<file path="src/asgr_pkg.sv">
package asgr_pkg;

  localparam int unsigned CharW  = 16;
  localparam int unsigned NumW   = 8;
  localparam int unsigned ColorW = 3;
  localparam int unsigned FgW    = 4;

  localparam logic [CharW-1:0] ChEsc      = 16'h001B;
  localparam logic [CharW-1:0] ChLBracket = 16'h005B;
  localparam logic [CharW-1:0] ChM        = 16'h006D;
  localparam logic [CharW-1:0] ChZero     = 16'h0030;
  localparam logic [CharW-1:0] ChNine     = 16'h0039;

  localparam logic [NumW-1:0] NumMax     = 8'd255;
  localparam logic [NumW-1:0] SgrReset   = 8'd0;
  localparam logic [NumW-1:0] SgrBold    = 8'd1;
  localparam logic [NumW-1:0] SgrFgFirst = 8'd30;
  localparam logic [NumW-1:0] SgrFgLast  = 8'd37;
  localparam logic [NumW-1:0] SgrBgFirst = 8'd40;
  localparam logic [NumW-1:0] SgrBgLast  = 8'd47;

  localparam logic [ColorW-1:0] FgDefault = 3'd7;
  localparam logic [ColorW-1:0] BgDefault = 3'd0;

  // Configuration register indexes.
  localparam logic CfgDarkOnly   = 1'b0;
  localparam logic CfgShowHidden = 1'b1;

  typedef enum logic [1:0] {
    MODE_TEXT  = 2'd0,
    MODE_ESC   = 2'd1,
    MODE_PARAM = 2'd2,
    MODE_SKIP  = 2'd3
  } mode_e;

  typedef struct packed {
    logic [CharW-1:0]  out_char;
    logic [FgW-1:0]    fg_index;
    logic [ColorW-1:0] bg_index;
    logic              hidden_mark;
  } asgr_res_t;

endpackage

</file>
<file path="src/asgr_core.sv">
module asgr_core import asgr_pkg::*; (
  input  logic             clk_i,
  input  logic             rst_ni,
  input  logic             step_i,
  input  logic [CharW-1:0] char_code_i,
  input  logic             line_start_i,
  input  logic             dark_only_i,
  input  logic             show_hidden_i,
  output logic             emit_o,
  output asgr_res_t        res_o
);

  mode_e             mode_q, mode_d;
  logic [NumW-1:0]   num_q, num_d;
  logic              seen_q, seen_d;
  logic [ColorW-1:0] fore_q, fore_d;
  logic [ColorW-1:0] back_q, back_d;
  logic              bold_q, bold_d;

  // State as seen by this character, after an optional line reset.
  mode_e             mode_c;
  logic [NumW-1:0]   num_c;
  logic              seen_c;
  logic [ColorW-1:0] fore_c;
  logic [ColorW-1:0] back_c;
  logic              bold_c;

  logic              is_digit;
  logic [NumW+3:0]   num_acc;
  logic [NumW-1:0]   fg_off;
  logic [FgW-1:0]    fg;

  always_comb begin
    if (line_start_i) begin
      mode_c = MODE_TEXT;
      num_c  = '0;
      seen_c = 1'b0;
      fore_c = FgDefault;
      back_c = BgDefault;
      bold_c = 1'b0;
    end else begin
      mode_c = mode_q;
      num_c  = num_q;
      seen_c = seen_q;
      fore_c = fore_q;
      back_c = back_q;
      bold_c = bold_q;
    end
  end

  assign is_digit = (char_code_i >= ChZero) && (char_code_i <= ChNine);
  assign num_acc  = ({4'd0, num_c} * (NumW+4)'(10)) + (NumW+4)'(char_code_i[3:0]);
  assign fg_off   = num_c - SgrFgFirst;

  always_comb begin
    mode_d = mode_c;
    num_d  = num_c;
    seen_d = seen_c;
    fore_d = fore_c;
    back_d = back_c;
    bold_d = bold_c;
    emit_o = 1'b0;
    case (mode_c)
      MODE_ESC: begin
        if (char_code_i == ChLBracket) begin
          mode_d = MODE_PARAM;
          num_d  = '0;
          seen_d = 1'b0;
        end else if (char_code_i == ChM) begin
          mode_d = MODE_TEXT;
        end else begin
          mode_d = MODE_SKIP;
        end
      end
      MODE_SKIP: begin
        if (char_code_i == ChM) begin
          mode_d = MODE_TEXT;
        end
      end
      MODE_PARAM: begin
        if (is_digit) begin
          num_d  = (num_acc > {4'd0, NumMax}) ? NumMax : num_acc[NumW-1:0];
          seen_d = 1'b1;
        end else begin
          // Any non-digit closes the current parameter and applies it.
          if (seen_c) begin
            if (num_c == SgrReset) begin
              fore_d = FgDefault;
              back_d = BgDefault;
              bold_d = 1'b0;
            end else if (num_c == SgrBold) begin
              bold_d = 1'b1;
            end else if (num_c >= SgrFgFirst && num_c <= SgrFgLast) begin
              fore_d = fg_off[ColorW-1:0];
            end else if (num_c >= SgrBgFirst && num_c <= SgrBgLast) begin
              back_d = num_c[ColorW-1:0];
            end
          end
          num_d  = '0;
          seen_d = 1'b0;
          if (char_code_i == ChM) begin
            mode_d = MODE_TEXT;
          end
        end
      end
      default: begin
        if (char_code_i == ChEsc) begin
          mode_d = MODE_ESC;
        end else begin
          emit_o = 1'b1;
        end
      end
    endcase
  end

  assign fg = {bold_c & ~dark_only_i, fore_c};

  always_comb begin
    res_o.out_char    = char_code_i;
    res_o.fg_index    = fg;
    res_o.bg_index    = back_c;
    res_o.hidden_mark = show_hidden_i && (fg == {1'b0, back_c});
  end

  always_ff @(posedge clk_i or negedge rst_ni) begin
    if (!rst_ni) begin
      mode_q <= MODE_TEXT;
      num_q  <= '0;
      seen_q <= 1'b0;
      fore_q <= FgDefault;
      back_q <= BgDefault;
      bold_q <= 1'b0;
    end else if (step_i) begin
      mode_q <= mode_d;
      num_q  <= num_d;
      seen_q <= seen_d;
      fore_q <= fore_d;
      back_q <= back_d;
      bold_q <= bold_d;
    end
  end

endmodule

</file>
<file path="src/asgr_out_reg.sv">
module asgr_out_reg import asgr_pkg::*; (
  input  logic      clk_i,
  input  logic      rst_ni,
  input  logic      load_i,
  input  asgr_res_t res_i,
  output logic      free_o,
  output logic      valid_o,
  input  logic      ready_i,
  output asgr_res_t res_o
);

  logic      valid_q, valid_d;
  asgr_res_t res_q;

  assign free_o  = !valid_q || ready_i;
  assign valid_d = load_i || (valid_q && !ready_i);

  always_ff @(posedge clk_i or negedge rst_ni) begin
    if (!rst_ni) begin
      valid_q <= 1'b0;
    end else begin
      valid_q <= valid_d;
    end
  end

  always_ff @(posedge clk_i) begin
    if (load_i) begin
      res_q <= res_i;
    end
  end

  assign valid_o = valid_q;
  assign res_o   = res_q;

endmodule

</file>
<file path="src/ansi_sgr_color_parser.sv">
// ANSI SGR color parser: strips escape sequences from a stream of 16-bit
// characters and tags every displayable character with its palette indexes.
// Input channel (s_axis_*): one character per word, tuser carries the
// line-start flag, which resets the attributes and the parser before that
// character is handled. Output channel (m_axis_*): one word per displayable
// character; ESC and all characters of a sequence give no word.
// Configuration channel (cfg_*): index 0 is dark_only, index 1 is
// show_hidden; it is always ready and should be written while idle.
// An accepted word waits in the input register until the output register
// is free; it is then parsed in a single combinational pass, and the result
// word, if the character is displayable, is loaded into the output register.
// Throughput is one word per cycle while the receiver does not stall, set by
// the single combinational parse between the two registers.
// When the receiver stalls, the output register holds its word; the input
// register still takes one more word, and then tready drops until the
// output register frees up. Reset empties both registers, returns the parser
// to text mode with foreground 7, background 0, bold off, and clears both
// configuration bits.
module ansi_sgr_color_parser import asgr_pkg::*; (
  input  logic        clk_i,
  input  logic        rst_ni,
  input  logic        s_axis_tvalid,
  output logic        s_axis_tready,
  input  logic [15:0] s_axis_tdata,   // [15:0] char_code
  input  logic [0:0]  s_axis_tuser,   // [0] line_start
  output logic        m_axis_tvalid,
  input  logic        m_axis_tready,
  output logic [23:0] m_axis_tdata,   // [15:0] out_char, [19:16] fg_index,
                                      // [22:20] bg_index, [23] zero
  output logic [0:0]  m_axis_tuser,   // [0] hidden_mark
  input  logic        cfg_valid_i,
  output logic        cfg_ready_o,
  input  logic        cfg_index_i,
  input  logic        cfg_data_i
);

  logic             in_valid_q, in_valid_d;
  logic [CharW-1:0] in_char_q;
  logic             in_ls_q;
  logic             dark_only_q, show_hidden_q;
  logic             in_accept, step, out_free, emit;
  asgr_res_t        core_res, out_res;

  assign cfg_ready_o = 1'b1;

  always_ff @(posedge clk_i or negedge rst_ni) begin
    if (!rst_ni) begin
      dark_only_q   <= 1'b0;
      show_hidden_q <= 1'b0;
    end else if (cfg_valid_i) begin
      case (cfg_index_i)
        CfgDarkOnly:   dark_only_q   <= cfg_data_i;
        CfgShowHidden: show_hidden_q <= cfg_data_i;
        default: ;
      endcase
    end
  end

  assign step          = in_valid_q && out_free;
  assign s_axis_tready = !in_valid_q || step;
  assign in_accept     = s_axis_tvalid && s_axis_tready;
  assign in_valid_d    = in_accept || (in_valid_q && !step);

  always_ff @(posedge clk_i or negedge rst_ni) begin
    if (!rst_ni) begin
      in_valid_q <= 1'b0;
    end else begin
      in_valid_q <= in_valid_d;
    end
  end

  always_ff @(posedge clk_i) begin
    if (in_accept) begin
      in_char_q <= s_axis_tdata;
      in_ls_q   <= s_axis_tuser[0];
    end
  end

  asgr_core u_core (
    .clk_i         (clk_i),
    .rst_ni        (rst_ni),
    .step_i        (step),
    .char_code_i   (in_char_q),
    .line_start_i  (in_ls_q),
    .dark_only_i   (dark_only_q),
    .show_hidden_i (show_hidden_q),
    .emit_o        (emit),
    .res_o         (core_res)
  );

  asgr_out_reg u_out_reg (
    .clk_i   (clk_i),
    .rst_ni  (rst_ni),
    .load_i  (step && emit),
    .res_i   (core_res),
    .free_o  (out_free),
    .valid_o (m_axis_tvalid),
    .ready_i (m_axis_tready),
    .res_o   (out_res)
  );

  assign m_axis_tdata = {1'b0, out_res.bg_index, out_res.fg_index, out_res.out_char};
  assign m_axis_tuser = out_res.hidden_mark;

endmodule
</file>
<file path="config.mk">
export PLATFORM = sky130hd
export DESIGN_NAME = ansi_sgr_color_parser
export DESIGN_NICKNAME = d
export VERILOG_FILES = /design/src/asgr_pkg.sv /design/src/asgr_core.sv /design/src/asgr_out_reg.sv /design/src/ansi_sgr_color_parser.sv
export SDC_FILE = /design/constraint.sdc
export NUM_CORES = 1
export LEC_CHECK = 0
export BUFFER_PORTS_ARGS = -buffer_cell sky130_fd_sc_hd__buf_2
export CORE_MARGIN = 8
export CORE_UTILIZATION = 25
export CTS_CLUSTER_DIAMETER = 200
export CTS_CLUSTER_SIZE = 24
export DETAILED_ROUTE_END_ITERATION = 6
export PLACE_DENSITY = 0.52
export RECOVER_POWER = 25
export SLEW_MARGIN = 25
export SYNTH_ARGS = -nofsm -noshare
export SYNTH_HDL_FRONTEND = slang
export SYNTH_SLANG_ARGS = --single-unit
export TNS_END_PERCENT = 5
</file>
<file path="constraint.sdc">
create_clock -name clk_i -period 4 [get_ports clk_i]
set_input_delay 1 -clock clk_i [delete_from_list [all_inputs] [get_ports clk_i]]
set_output_delay 1 -clock clk_i [all_outputs]
set_load 0.03 [all_outputs]
</file>
==> results.ini <==
[yosys]
synth_top_area_share = 0.365
synth.cells.most_frequent = edfxtp_1, nor2_1, dfrtp_1, nand2_1, ha_1
muxShareOfSynthArea = 0.0111
async_flop_share = 0.349
synth-simple-area-share = 0.170
avgSynthCellArea_um2 = 11.8
synth_area_leaders = edfxtp_1, dfrtp_1, ha_1
synthAdderAreaFrac = 0.0578
synthFlopType = edfxtp_1
synth_top_family_by_area = simple AND/OR/NAND/NOR gates
yosysMostFrequentCell = edfxtp_1
synth_edf_count = 41
syn_area_um2 = 3380
syn_inst = 285
synth_xor_area_frac = 0.0437
yosys.cell_types.count = 65
synth.yosys.warnings = 0
synth_nets = 324
synth_compound_area_frac = 0.145
ys_ff_latch = 63
yosys.area.top_type = edfxtp_1
yosysSeqAreaShare = 0.529

[layout]
diodes = 0
regArea_um2 = 1790
nets = 373
final_area_um2 = 4050
area_growth_pct = 20.0
nFillCells = 1358
utilization = 0.306
drive_gt1_frac = 0.280
stdcell_count = 515
multi_input_comb_area_um2 = 1450

[floorplan]
die_w_um = 132
num_rows = 42
dieHeight_um = 132
die_area_um2 = 17500
initial_core_util = 0.255
coreArea_um2 = 13200
pin_count = 52

[placed_design]
dp_slack_ps = 848
placed_area_um2 = 3750
portBuffers = 49
place_inst = 499
place.gp.congestion = 0.754
dp.final_hpwl_um = 5700

[critical_path]
cp_slowest_cell = edfxtp_1
r2r_cells = 10
worstPathCellList = nor2b_1 -> and2_1 -> ha_1 -> fa_1 -> a211oi_1 -> nor2_1 -> a2111oi_0 -> a311o_2 -> a31oi_4 -> a221o_1
r2r-start = in_ls_q
cp_top_family = compound AO/OA/AOI/OAI gates
crit_path_end_kind = flop
path_depth = 10
start_kind = flop
slowest_delay_ps = 610
critPathMaxFanout = 15
cp.required_ps = 4210
cp.buffers_inverters = 0
cp-startpoint = in_ls_q
critPathArrivalTime_ps = 3380
worstSetupPathType = reg2reg

[routing]
first_iter_violations = 153
routed_wl_um = 7530
final_antenna_net_count = 0
drc = 0
vias_per_cell = 4.50
wire_per_inst_um = 14.6
vias = 2320
drtPass1Iterations = 4

[timing]
finalCriticalPeriod_ps = 3180
clock_skew_ps = 4.89
max_slew_margin = 0.201
holdWs_ps = 450
fin_crit_sh = 0.794
slew_viol_final = 0
setup_tns_ps = 0
rsz0062_at_grt = no
fmax_mhz = 315
hold_viol_final = 0
worst_pin_slew_ps = 1200
setup_viol = 0
setup_ws_ps = 823

[min_path]
min_path_cells = 0
hold_start = in_char_q[14]
min_path_type = reg2reg

[cts]
cts_resized = 0
cts_buffer_depth = 2
cts_tree = done
root_buffer = clkbuf_16
cts_htree_levels = 3
worstSkewPairLatency_ps = 330
numCtsBuffers = 9
cts_hold_buf = 0
clkTransAtPathRegs_ps = 60
cts_setup_buffers = 0
cts_sinks = 63

[flow_run]
drv_cap = 0

[power_and_ir_drop]
power_mw = 1.68
leakage_nw = 1.57
ir_drop_uv = 181
p_per_area_nw_per_um2 = 416

[outcome]
status = finished, final reports clean

[global_routing]
grt_max_degree = 23
grt_pass1_vias = 2374
grt_pass1_wl_um = 12600
grt_use_total = 0.0891
antenna_found_initial = 0
grt-ovfl-total = 0

[worst paths after layout]
check | endpoint | slack [ps]
setup / recovery | u_core.num_q[2] | 820
hold / removal | u_out_reg.res_o[22] | 450
setup reg to reg | u_core.num_q[2] | 820
hold reg to reg | u_out_reg.res_o[22] | 450
max in group asynchronous | u_core.num_q[3] | 2380
min in group asynchronous | u_core.back_q[2] | 900
[logic make-up (layout without fill, tap and decap cells)]
family / after synthesis / in the layout
compound gates: 63 / 63
xor+xnor: 16 / 16
flops: 63 / 63
buf+inv: 20 / 74
fa+ha+maj: 15 / 15
mux: 3 / 3
other cells: 2 / 2
simple gates: 103 / 103
[layout make-up]
type / instances / area share
tap: 176 / 0.0544
multi-input combinational: 202 / 0.359
clock buffer: 9 / 0.0556
inverter: 6 / 0.00556
clock inverter: 7 / 0.0198
sequential: 63 / 0.441
timing repair buffer: 52 / 0.0655
[worst reg2reg max path, cell delays in order (launching register included)]
cell       delay, ps
edfxtp_1         610
nor2b_1          160
and2_1           190
ha_1             220
fa_1             480
a211oi_1         240
nor2_1           110
a2111oi_0        410
a311o_2          230
a31oi_4          130
a221o_1          280
[state kept, by name (all words and copies together), names as in the netlist]
name and flops:
show_hidden_q 1, u_core.num_q 8, in_ls_q 1, dark_only_q 1, u_core.mode_q 2, u_out_reg.res_o 24
u_core.seen_q 1, in_valid_q 1, u_out_reg.valid_o 1, u_core.bold_q 1, u_core.fore_q 3, in_char_q 16
u_core.back_q 3
[cell usage in the layout (no fill, tap or decap), types with 3 or more instances in the layout]
cell type / count
a211oi_1: 3
a21oi_1: 8
a221o_1: 6
a22o_1: 3
a31oi_1: 3
and2_1: 6
buf_2: 47
buf_4: 3
clkbuf_16: 9
dfrtp_1: 19
dfstp_2: 3
edfxtp_1: 41
ha_1: 14
inv_1: 6
nand2_1: 15
nand2b_1: 7
nand3_1: 5
nand3b_1: 4
nand4_1: 5
nor2_1: 23
nor2b_1: 7
nor3_1: 9
nor4_1: 3
o21ai_0: 13
o22a_1: 3
or2_2: 5
xnor2_1: 9
xor2_1: 6
[report_power, final]
group | leakage [nW] | internal, mW | switching [mW] | total, mW
clock network | 0.148 | 0.490 | 0.297 | 0.787
logic | 0.748 | 0.0375 | 0.0981 | 0.136
registers | 0.676 | 0.741 | 0.0207 | 0.762
[layer usage]
layer,vias to the layer above,wire [µm],track usage
met5,-,0,0
met2,37,3780,0.147
met3,8,251,0.0255
met1,1113,3400,0.107
met4,0,108,0.0366
li1,1162,-,-
Note: power is estimated with default switching activity, not from simulation.
